===== src/sv/scs_pkg.sv =====
// ----------------------------------------------------------------------------
// scs_pkg
// Shared constants, types and address helpers for the supersequence core.
// ----------------------------------------------------------------------------
package scs_pkg;

	localparam int MAX_LEN   = 32;
	localparam int CHAR_W    = 8;
	localparam int VAL_W     = 6;
	localparam int LEN_W     = $clog2(MAX_LEN + 1);
	localparam int ADDR_W    = (MAX_LEN > 1) ? $clog2(MAX_LEN) : 1;
	localparam int TBL_SIDE  = MAX_LEN + 1;
	localparam int TBL_DEPTH = TBL_SIDE * TBL_SIDE;
	localparam int TBL_AW    = $clog2(TBL_DEPTH);
	localparam int REV_DEPTH = 2 * MAX_LEN;
	localparam int REV_AW    = $clog2(REV_DEPTH);
	localparam int CNT_W     = $clog2(REV_DEPTH + 1);

	localparam logic MODE_FIRST  = 1'b0;
	localparam logic MODE_SECOND = 1'b1;

	typedef enum logic [3:0] {
		ST_IDLE,
		ST_FILL,
		ST_FILL_END,
		ST_TR_RD,
		ST_TR_UP,
		ST_TR_DEC,
		ST_TL_RD,
		ST_TL_PUSH,
		ST_EMIT_RD,
		ST_EMIT_LD,
		ST_EMPTY
	} scs_state_t;

	typedef struct packed {
		logic [ADDR_W-1:0] first_addr;
		logic [ADDR_W-1:0] second_addr;
		logic [TBL_AW-1:0] tbl_addr;
	} scs_fill_rd_t;

	typedef struct packed {
		logic              we;
		logic [TBL_AW-1:0] addr;
		logic [VAL_W-1:0]  data;
	} scs_tbl_wr_t;

	function automatic logic [TBL_AW-1:0] cell_addr(input logic [LEN_W-1:0] r,
		input logic [LEN_W-1:0] c);
		cell_addr = TBL_AW'(r) * TBL_AW'(TBL_SIDE) + TBL_AW'(c);
	endfunction

	function automatic logic [ADDR_W-1:0] str_addr(input logic [LEN_W-1:0] n);
		logic [LEN_W-1:0] m;
		m = n - LEN_W'(1);
		str_addr = m[ADDR_W-1:0];
	endfunction

endpackage


===== src/sv/scs_fill.sv =====
// ----------------------------------------------------------------------------
// scs_fill
// Two-stage table fill datapath: issue reads for one cell per cycle, then
// compute the cell from diag, up and left and write it back.
// ----------------------------------------------------------------------------
module scs_fill import scs_pkg::*; (
	input  logic               clk,
	input  logic               arst_n,
	input  logic               issue,
	input  logic [LEN_W-1:0]   row,
	input  logic [LEN_W-1:0]   col,
	input  logic [CHAR_W-1:0]  a_char,
	input  logic [CHAR_W-1:0]  b_char,
	input  logic [VAL_W-1:0]   tbl_rdata,
	output scs_fill_rd_t       rd,
	output scs_tbl_wr_t        wr
);

	logic              vld_s1;
	logic              top_s1;
	logic              first_col_s1;
	logic [TBL_AW-1:0] waddr_s1;
	logic              fwd_s1;
	logic [VAL_W-1:0]  fwd_val_s1;
	logic [VAL_W-1:0]  left_q;
	logic [VAL_W-1:0]  diag_q;

	logic [VAL_W-1:0]  up;
	logic [VAL_W-1:0]  left;
	logic [VAL_W-1:0]  diag;
	logic [VAL_W-1:0]  val;

	always_comb begin
		rd.first_addr  = str_addr(row);
		rd.second_addr = str_addr(col);
		rd.tbl_addr    = cell_addr(row - LEN_W'(1), col);
	end

	always_comb begin
		if (top_s1) begin
			up = '0;
		end else if (fwd_s1) begin
			up = fwd_val_s1;
		end else begin
			up = tbl_rdata;
		end
		left = first_col_s1 ? '0 : left_q;
		diag = first_col_s1 ? '0 : diag_q;
		if (a_char == b_char) begin
			val = diag + VAL_W'(1);
		end else begin
			val = (up >= left) ? up : left;
		end
	end

	assign wr.we   = vld_s1;
	assign wr.addr = waddr_s1;
	assign wr.data = val;

	always_ff @(posedge clk or negedge arst_n) begin
		if (!arst_n) begin
			vld_s1 <= 1'b0;
		end else begin
			vld_s1 <= issue;
		end
	end

	always_ff @(posedge clk) begin
		if (issue) begin
			top_s1       <= (row == LEN_W'(1));
			first_col_s1 <= (col == LEN_W'(1));
			waddr_s1     <= cell_addr(row, col);
			fwd_s1       <= vld_s1 && (waddr_s1 == rd.tbl_addr);
			fwd_val_s1   <= val;
		end
		if (vld_s1) begin
			left_q <= val;
			diag_q <= up;
		end
	end

endmodule


===== config.mk =====
export PLATFORM = sky130hd
export DESIGN_NAME = scs_fill
export DESIGN_NICKNAME = d
export VERILOG_FILES = /design/src/sv/scs_pkg.sv /design/src/sv/scs_fill.sv
export SDC_FILE = /design/constraint.sdc
export NUM_CORES = 1
export LEC_CHECK = 0
export BUFFER_PORTS_ARGS = -buffer_cell sky130_fd_sc_hd__buf_2
export CORE_ASPECT_RATIO = 0.9
export CORE_UTILIZATION = 47
export DETAILED_ROUTE_END_ITERATION = 16
export GPL_TIMING_DRIVEN = 0
export PLACE_DENSITY = 0.77
export SYNTH_ARGS = -nofsm -noshare
export SYNTH_HDL_FRONTEND = slang
export SYNTH_SLANG_ARGS = --single-unit

===== constraint.sdc =====
create_clock -name clk -period 3.5 [get_ports clk]
set_clock_uncertainty 0.05 [all_clocks]
set_input_delay 0.35 -clock clk [delete_from_list [all_inputs] [get_ports clk]]
set_output_delay 0.35 -clock clk [all_outputs]
set_load 0.01 [all_outputs]

==> impl_metrics.toml <==
[outcome]
run_status = "completed"

[yosys]
synth.largest_area_cell = "sky130_fd_sc_hd__edfxtp_1"
synth_top_flop_cell = "sky130_fd_sc_hd__edfxtp_1"
post-synth-top-area-fraction_pct = 32.39
async_flop_share_pct = 3.030
ys_seq_area_share_pct = 33.23
yosys_register_bits = 33
yosysWarnings = 0
synth_cell_type_count = 54
post_synth_instance_area_um2 = 2967
synth_area_per_cell_um2 = 10.30
synthesis.instances = 288
synthTopCellsByArea = "sky130_fd_sc_hd__edfxtp_1, sky130_fd_sc_hd__ha_1, sky130_fd_sc_hd__xor2_1"
synth_enable_flop_cells = 32
syn_nets = 370

[sta]
whs_ns = 0.3190
worst_pin_slew_ns = 0.6194
timing.final.crit_period_ns = 3.469
timing.final.max_slew_violations = 0
final_critical_path_setup_slack_ns = 0.03072
rsz_0062_raised_after_global_routing = "true"
hold_violations = 0
slew_headroom_pct = 58.71
fin_crit_sh_pct = 99.12
setup_viol = 0
fin_setup_tns_ns = 0
fmaxAchievable_mhz = 288.2

[power]
netSwitchingPower_mw = 0.5313
combinationalPowerShare_pct = 41.6
power.total_mw = 1.536
power_frac_clock_pct = 23.9
vdd.ir_drop.worst_v = 0.0001878
p_int_mw = 1.005
powerDensity_nw_per_um2 = 401.6
p_seq_share_pct = 34.5
power.switching_fraction_pct = 34.59
p_leak_nw = 1.732

[layout]
layout.cell_area.non_filler_um2 = 3825
final_nets = 459
final_cells = 465
layout_common_cells = "sky130_fd_sc_hd__buf_2, sky130_fd_sc_hd__ha_1, sky130_fd_sc_hd__edfxtp_1"
antenna_cells_inserted = 0
layout_commonest_cell = "sky130_fd_sc_hd__buf_2"
post_route_cells_drive_above_1_share_pct = 34.13
area.growth.synth_to_final_pct = 28.93
post-route-util_pct = 62.55

[clock_tree]
worst_setup_hold_path_clk_slew_ns = 0.07
clock_tree.buffer_depth = 2
cts_inserted_buffers = 5
clock_tree.root_cell = "sky130_fd_sc_hd__clkbuf_8"
cts_sinks = 33
tritoncts = "built"
clock_tree.htree_level_count = 2
clk-insertion-delay-late_ns = 0.29

[setup_path]
critPathLaunchType = "primary input"
r2r_cells = 10
crit_reg_reg_startpoint = "fwd_s1"
criticalPathCategory = "in -> out"
crit_path_cell_trace = "buf_12 -> or3_4 -> nor3_4 -> xnor2_2 -> inv_2 -> ha_4 -> ha_4 -> ha_4 -> a221o_1 -> o311a_4 -> xnor2_2 -> buf_2"
worst_ep_required_time_ns = 3.10
crit_arrival_ns = 3.07
reg2reg_to = "fwd_val_s1[0]"
critPathLaunch = "row[3]"
critical_path.slowest_cell = "sky130_fd_sc_hd__o311a_4"
path_common_cell = "sky130_fd_sc_hd__ha_4"
path_max_fanout = 6
critical-path-max-stage-delay_ns = 0.41
capturing_element_type_of_the_critical_path = "output port"
reg2reg_setup_slack_ns = 0.80

[placement]
pre_cts_ws_ns = -0.3878
buffer_ports.inserted = 75
place_area_um2 = 3451
post_dp_hpwl_mm = 5.413
dpl.cell_count = 450
gp_routability_congestion = 0.8364

[hold_path]
hold_path_class = "in -> async"

[floorplanning]
die_h_um = 77.37
core_area_um2 = 6115
row_count = 27
fp.dieArea_um2 = 6634
dieWidth_um = 85.75
initial_utilization_pct = 48.52
io_pins = 76

[drt]
avgRoutedWirePerCell_um = 15.69
drc = 0
ant_nets = 0
detailedRoute.firstPassIterationCount = 4
drt_iter0_markers = 168
drt-total-wl_mm = 7.296
routed_via_density = 5.520
detailroute.via_count = 2567

[global_routing]
grt_overflow = 0
maximum_number_of_pins_on_one_net_before_global_route_repair = 22
via_count_of_the_first_global_routing_pass = 2409
wire_length_of_the_first_global_routing_pass_mm = 11.32
grt_use_total_pct = 21.79
grt_antenna_before_repair = 0

[run]
max_capacitance_violation_total = 0
[sequential cells by signal, summed over array words and instances (netlist names)]
name,cells
waddr_s1,11
diag_q,6
fwd_val_s1,6
left_q,6
first_col_s1,1
fwd_s1,1
top_s1,1
vld_s1,1
[synth_stat cells, drive strengths merged, types with 5 or more instances]
master   n
a21oi    8
inv     18
nand2   13
edfxtp  32
nor2b    7
a31oi    5
nor3b    5
xnor2   17
mux2i    9
o21ai    7
a21o     5
ha      43
xor2    21
nor3     5
nor2    24
nand2b  13
[worst max path at each step]
stage,end,slack [ns],depth (start not counted)
detailed placement,fwd_s1,-0.39,14
CTS,rd[10],-0.03,12
global placement,fwd_s1,-0.34,14
finish,rd[10],0.03,12
global route,rd[9],-0.04,14
floorplan,fwd_s1,0.11,13
[area by class of cell]
| type | instances | area (um^2) |
|---|---|---|
| Buffer | 4 | 27.53 |
| Clock buffer | 5 | 68.82 |
| Clock inverter | 3 | 46.29 |
| Fill cell | 484 | 2290 |
| Inverter | 18 | 70.07 |
| Multi-Input combinational cell | 229 | 2027 |
| Sequential cell | 33 | 985.9 |
| Tap cell | 87 | 108.9 |
| Timing Repair Buffer | 86 | 490.5 |
[logic make-up (layout without fill, tap and decap cells)]
| group | count (synthesis) | in the layout | share of synthesized area, % |
|---|---|---|---|
| xor gates and xnor gates | 40 | 40 | 13.03 |
| and+or+nand+nor | 86 | 86 | 15.61 |
| buffers and inverters | 26 | 116 | 3.542 |
| muxes | 9 | 9 | 3.037 |
| DFF | 33 | 33 | 33.23 |
| adders and majority gates | 45 | 45 | 19.49 |
| AOI/OAI and AO/OA | 49 | 49 | 12.06 |
[per-layer routing]
metal	routed length, um	global-route usage [%]	vias up
li1	-	-	1222
met1	3199	28.08	1230
met2	3606	37.84	102
met3	381	3.085	13
met4	109	6.667	0
met5	0	0	-
[worst max-delay path, delay by kind of cell]
family / cells / cell delay [ns]
compound gates: 2 / 0.79
xor+xnor: 2 / 0.28
fa+ha+maj: 3 / 0.73
buf+inv: 3 / 0.33
simple gates: 2 / 0.59
[power by group through the flow]
stage,combinational (mW),sequential [mW],clock [mW]
after floorplan,0.367,0.536,0
after global placement,0.546,0.532,0
after detailed placement,0.564,0.534,0
after CTS,0.585,0.526,0.371
after global routing,0.698,0.534,0.384
final,0.638,0.530,0.368
[what timing repair did]
item / in CTS / in global routing
endpoints found under the hold margin: 1 / 0
setup buffers: 4 / 6
hold buffers: 1 / 0
endpoints found under the setup margin: 13 / 11
resized for setup: 9 / 34
pin swaps: 2 / 10
Note: power is estimated with default switching activity, not from simulation.
