File: src/sv/scs_ram.sv
// ----------------------------------------------------------------------------
// scs_ram
// Generic single-write, single-read synchronous RAM with registered read.
// ----------------------------------------------------------------------------
module scs_ram #(
	parameter int WIDTH = 8,
	parameter int DEPTH = 32
) (
	input  logic                     clk,
	input  logic                     we,
	input  logic [$clog2(DEPTH)-1:0] waddr,
	input  logic [WIDTH-1:0]         wdata,
	input  logic                     re,
	input  logic [$clog2(DEPTH)-1:0] raddr,
	output logic [WIDTH-1:0]         rdata
);

	logic [WIDTH-1:0] mem [DEPTH];
	logic [WIDTH-1:0] rdata_q;

	always_ff @(posedge clk) begin
		if (we) begin
			mem[waddr] <= wdata;
		end
		if (re) begin
			rdata_q <= mem[raddr];
		end
	end

	assign rdata = rdata_q;

endmodule

File: config.mk
export PLATFORM = sky130hd
export DESIGN_NAME = scs_ram
export DESIGN_NICKNAME = d
export VERILOG_FILES = /design/src/sv/scs_ram.sv
export SDC_FILE = /design/constraint.sdc
export NUM_CORES = 1
export LEC_CHECK = 0
export BUFFER_PORTS_ARGS = -buffer_cell sky130_fd_sc_hd__buf_2
export CAP_MARGIN = 30
export CORE_MARGIN = 3
export CORE_UTILIZATION = 48
export CTS_CLUSTER_DIAMETER = 50
export CTS_CLUSTER_SIZE = 14
export DETAILED_ROUTE_END_ITERATION = 10
export GPL_ROUTABILITY_DRIVEN = 0
export MAX_ROUTING_LAYER = met4
export SLEW_MARGIN = 40
export SYNTH_ARGS = -nofsm -noshare
export SYNTH_HDL_FRONTEND = slang
export SYNTH_SLANG_ARGS = --single-unit
File: constraint.sdc
create_clock -name clk -period 2.6 [get_ports clk]
set_input_delay 0.52 -clock clk [delete_from_list [all_inputs] [get_ports clk]]
set_output_delay 0.52 -clock clk [all_outputs]
set_load 0.005 [all_outputs]
==> flow_summary.ini, run 1 <==
[power]
clkPwrFrac_pct = 42.0
finalPower_mw = 9.02
ir_drop_mv = 0.560
swShare_pct = 19.7
powerDensity_mw_per_mm2 = 766
pwr-share-seq_pct = 52.9
leakagePower_nw = 3.76
internal_power_mw = 7.24
comb_power_share_pct = 5.1
power.switching_mw = 1.77

[clock_tree]
postCtsSetupBuffers = 0
clockBufferDepth = 3
tritoncts = built
path_clk_slew_ns = 0.07
post_cts_resize_count = 0
cts_sinks = 264
cts_max_level = 1
holdBufCountCts = 0
cts-root-buf = clkbuf_16
cts_inserted_buffers = 26
clk_latency_ns = 0.53

[die]
rows = 52
dieWidth_um = 151
start_util_pct = 49.4
die_h_um = 151
io_pins = 29
core_mm2 = 0.0205
die_area_mm2 = 0.0229

[global_route]
grt_usage_pct = 19.7
grt_pass1_vias = 4725
antenna_found_initial = 0
grt_pass1_wl_um = 31100
gr-total-overflow = 0
grt_max_degree = 33

[finish]
syn_to_final_growth_pct = 16.1
drive_above_1_share_pct = 38.9
num-nets-final = 515
layout_common_cells = edfxtp_1 (264), mux4_2 (80), buf_4 (35), nor2_1 (33)
fin_cells = 779
layout_commonest_cell = edfxtp_1
num_antenna_cells = 0
fillCellCount = 1508
final_util_pct = 57.4

[sta]
setup_viol = 0
slew_violations = 0
fin_tns_setup_ns = 0
worst_slew_margin_rel_pct = 55.3
worst_slack_ns = 0.579
clock_skew_ns = 0.0246
min_period_ns = 2.02
worst_pin_slew_ns = 0.671
hold_viol = 0
min_period_over_period_pct = 77.7
rsz0062_at_grt = false
fmax_mhz = 495

[routing]
drt_iter0_markers = 498
wl_per_cell_um = 26.8
postRouteAntennaNets = 0
drc = 0
vias_per_cell = 5.82
totalWireLength_um = 20900
vias = 4531
firstDrtPassIters = 5

[worst_setup_path]
critPathCaptureType = flip-flop
r2r_start = mem[5][5]$_DFFE_PP_
critPathLaunchType = input port
cp.required_ns = 2.88
arrival_ns = 2.31
critPathKind = input port to flip-flop
cp_max_fo = 15
crit_path_start = raddr[0]

[synthesis]
postSynthCellCount = 417
syn_avg_cell_area_um2 = 24.3
netlist-cell-type-count = 14
ys_ff_latch = 264
ys_seq_area_share_pct = 78.2
synth_fp_nets = 438
netlist_area_mm2 = 0.0101
yosys_warnings = 0

[placed_design]
io_buffers = 28
dp_worst_setup_slack_ns = 0.0250
hpwl_um = 13300
dp.cells = 736

[hold_path]
hp-class = input port to flip-flop
hp-start = re

[flow_run]
cap_violations = 0

[status]
outcome = finished clean
## power groups by stage
| stage | logic [mW] | registers (mW) | clock network (mW) |
|---|---|---|---|
| floorplan | 0.252 | 4.85 | 0 |
| global placement | 0.459 | 4.86 | 0 |
| detailed placement | 0.468 | 4.86 | 0 |
| CTS | 0.469 | 4.77 | 3.87 |
| global route | 0.491 | 4.77 | 4.02 |
| finish | 0.459 | 4.77 | 3.79 |
## metrics by stage
step	cell area [um^2]	hold WS (ns)
2_1_floorplan	10100	0.619
3_5_place_dp	10900	0.906
4_1_cts	11800	0.355
5_1_grt	11800	0.364
6_report	11800	0.373
3_3_place_gp	10900	0.909
## Yosys cell counts
cell      number  share of area, %
mux4_2        80                18
clkbuf_1       6              0.22
nand3_1        2             0.099
buf_2          1             0.049
buf_4          6              0.44
or3b_2         3              0.26
mux2_2         8              0.89
edfxtp_1     264                78
nor2_1        33               1.2
or3_1          1             0.062
nand2_1        1             0.037
nand3b_1       5              0.37
buf_6          1              0.11
buf_1          6              0.22
## cells by family after synthesis
family | after synthesis | synth area share (%)
multiplexers | 88 | 18.7
AND/OR/NAND/NOR | 45 | 2.05
buffers and inverters | 20 | 1.05
flip-flops | 264 | 78.2
## critical path, cell delays in order
cell    delay [ns]
buf_4         0.18
buf_12        0.20
mux4_2        0.58
mux4_2        0.52
mux2_2        0.28
## cell type report
cell class              instances  area (um^2)  area share [%]
flip-flops and latches        264         7930            67.4
multi-input cells             133         2100            17.8
clock buffers                  30          687            5.84
repair buffers                 69          538            4.57
well taps                     270          338            2.87
clock inverters                13          178            1.51
## per-layer routing
layer	vias to the layer above	routed length [um]	part of all wire, %	GRT usage (%)
met5	-	0	0	-
met4	0	358	1.7	3.63
met3	30	945	4.5	2.78
met2	117	10000	48	29.4
met1	2449	9570	46	29.8
li1	1935	-	-	-
## worst paths after layout
path	to	cells after the start	slack, ns
worst max-delay path	rdata[6]$_DFFE_PP_	5	0.58
worst min-delay path	rdata[5]$_DFFE_PP_	1	0.37
worst max register to register	rdata[5]$_DFFE_PP_	3	0.66
worst min register to register	rdata[1]$_DFFE_PP_	3	0.98
## flip-flops by register name, indices dropped and copies added (netlist names)
register and count:
mem 256, rdata 8
No activity file was read; power rests on OpenSTA's default activity.
==> run 2: changes to the inputs <==
--- a/config.mk
+++ b/config.mk
@@ -14,6 +14,7 @@
 export DETAILED_ROUTE_END_ITERATION = 10
 export GPL_ROUTABILITY_DRIVEN = 0
 export MAX_ROUTING_LAYER = met4
+export PLACE_DENSITY = 0.66
 export SLEW_MARGIN = 40
 export SYNTH_ARGS = -nofsm -noshare
 export SYNTH_HDL_FRONTEND = slang
==> constraint.sdc (replaced) <==
create_clock -name clk -period 1.64 [get_ports clk]
set_input_delay 0.328 -clock clk [delete_from_list [all_inputs] [get_ports clk]]
set_output_delay 0.328 -clock clk [all_outputs]
set_load 0.005 [all_outputs]
==> flow_summary.ini, run 2 (same netlist as run 1, synthesis figures left out) <==
[status]
outcome = complete, but fails checks
failed_checks = negative setup slack

[clock_tree]
tritoncts = built
path_clk_slew_ns = 0.06
clk_latency_ns = 0.52
cts-root-buf = clkbuf_16
clockBufferDepth = 3
cts_sinks = 264
cts_max_level = 1
cts_inserted_buffers = 26

[global_route]
grt_pass1_vias = 4835
gr-total-overflow = 0
grt_usage_pct = 20.2
grt_max_degree = 33
grt_pass1_wl_um = 32200
antenna_found_initial = 0

[die]
io_pins = 29
dieWidth_um = 151
die_h_um = 151
die_area_mm2 = 0.0229
rows = 52
start_util_pct = 49.4
core_mm2 = 0.0205

[sta]
min_period_over_period_pct = 119
rsz0062_at_grt = true
worst_pin_slew_ns = 0.620
hold_viol = 0
worst_slew_margin_rel_pct = 58.7
fmax_mhz = 513
clock_skew_ns = 0.00861
slew_violations = 0
min_period_ns = 1.95
holdWs_ns = 0.206
worst_slack_ns = -0.311
fin_tns_setup_ns = -2.22
setup_viol = 8

[routing]
vias_per_cell = 5.92
firstDrtPassIters = 5
totalWireLength_um = 21400
drc = 0
drt_iter0_markers = 520
vias = 4732
postRouteAntennaNets = 0
wl_per_cell_um = 26.7

[power]
leakagePower_nw = 3.86
powerDensity_mw_per_mm2 = 1140
ir_drop_mv = 0.765

[worst_setup_path]
critPathKind = flip-flop to flip-flop
critPathBufInv = 0
cp_max_fo = 1
critPathLaunchType = flip-flop
slowest_delay_ns = 0.54
cp_slowest_cell = mux4_2
cp_top_family = multiplexers
r2r_start = mem[12][1]$_DFFE_PP_
crit_chain = mux4_2, mux4_2, mux2_4
r2r_setup_slack_ns = -0.31
critPathCaptureType = flip-flop
cp_common_cell = mux4_2
arrival_ns = 2.22
worstRegToRegCells = 3
cp.required_ns = 1.91
reg2reg_to = rdata[1]$_DFFE_PP_

[placed_design]
io_buffers = 28
hpwl_um = 13800
dp_worst_setup_slack_ns = -0.786

[finish]
layout_commonest_cell = edfxtp_1
regMostFlops = mem
layout_common_cells = edfxtp_1 (264), mux4_2 (80), buf_4 (47), clkbuf_16 (27), buf_2 (27)
syn_to_final_growth_pct = 18.4
drive_above_1_share_pct = 43.1
largest_reg_flops = 256
num_antenna_cells = 0
num-nets-final = 537

[hold_path]
hp-class = input port to flip-flop
hp-start = re
holdPathStages = 1
hold_end = rdata[1]$_DFFE_PP_

[flow_run]
cap_violations = 0
[run 2: changes by cell type in the layout (fill, tap and decap cells not counted), moves of 2 or more]
cell | before | now
buf_12 | 7 | 17
clkbuf_1 | 3 | 1
mux2_2 | 8 | 6
mux2_4 | 0 | 2
clkinvlp_4 | 0 | 3
bufinv_16 | 4 | 0
nor2_2 | 0 | 5
buf_4 | 35 | 47
nor2_1 | 33 | 25
nor2_4 | 0 | 3
[run 2: worst max path at each step]
| stage | end | slack (ns) | depth (start not counted) | from |
|---|---|---|---|---|
| after global routing | rdata[1]$_DFFE_PP_ | -0.35 | 3 | mem[8][1]$_DFFE_PP_ |
| after detailed placement | rdata[1]$_DFFE_PP_ | -0.79 | 5 | raddr[0] |
| after global placement | rdata[6]$_DFFE_PP_ | -0.79 | 5 | raddr[0] |
| final | rdata[1]$_DFFE_PP_ | -0.31 | 3 | mem[12][1]$_DFFE_PP_ |
| after CTS | rdata[1]$_DFFE_PP_ | -0.33 | 3 | mem[12][1]$_DFFE_PP_ |
| after floorplan | rdata[0]$_DFFE_PP_ | -0.42 | 5 | raddr[0] |
[run 2: repair_timing]
action | in CTS | in global routing
setup buffers | 0 | 0
pin swaps | 0 | 0
endpoints found under the hold margin | 0 | 0
resized for setup | 1 | 1
setup endpoints to repair | 8 | 8
cloned | 0 | 0
hold buffers | 0 | 0
[run 2: where the power goes]
| part | switching [mW] | internal, mW |
|---|---|---|
| clock | 2.38 | 2.99 |
| sequential | 0.0288 | 7.53 |
| combinational | 0.404 | 0.379 |
| total | 2.82 | 10.9 |
[run 2: per-layer routing]
layer  part of all wire [%]  global-route usage [%]  vias to the layer above
met3                    6.6                    3.32                       29
met5                      0                       -                        -
li1                       -                       -                     1980
met2                     49                    30.6                      182
met4                    1.6                    3.67                        0
met1                     43                    30.0                     2541
[run 2: metrics by stage]
step                instance area (um^2)  power, mW  instances  utilization, %
floorplan                          10300       8.13        417               -
global placement                   11200       8.47        758            54.8
detailed placement                 11200       8.49        758            54.8
CTS                                12000       13.8        799            58.5
global route                       12000       14.1        799            58.6
finish                             12000       13.7        799            58.6
[run 2: final cells by class]
type | count | area, um^2
Fill cell | 1467 | 8490
Sequential cell | 264 | 7930
Multi-Input combinational cell | 133 | 2140
Timing Repair Buffer | 91 | 828
Clock buffer | 28 | 679
Tap cell | 270 | 338
Clock inverter | 13 | 85.1
[run 2: worst reg2reg max path, delay by kind of cell, from the launching register on]
kind	cells	cell delay [ns]
multiplexers	3	1.35
flip-flops	1	0.37
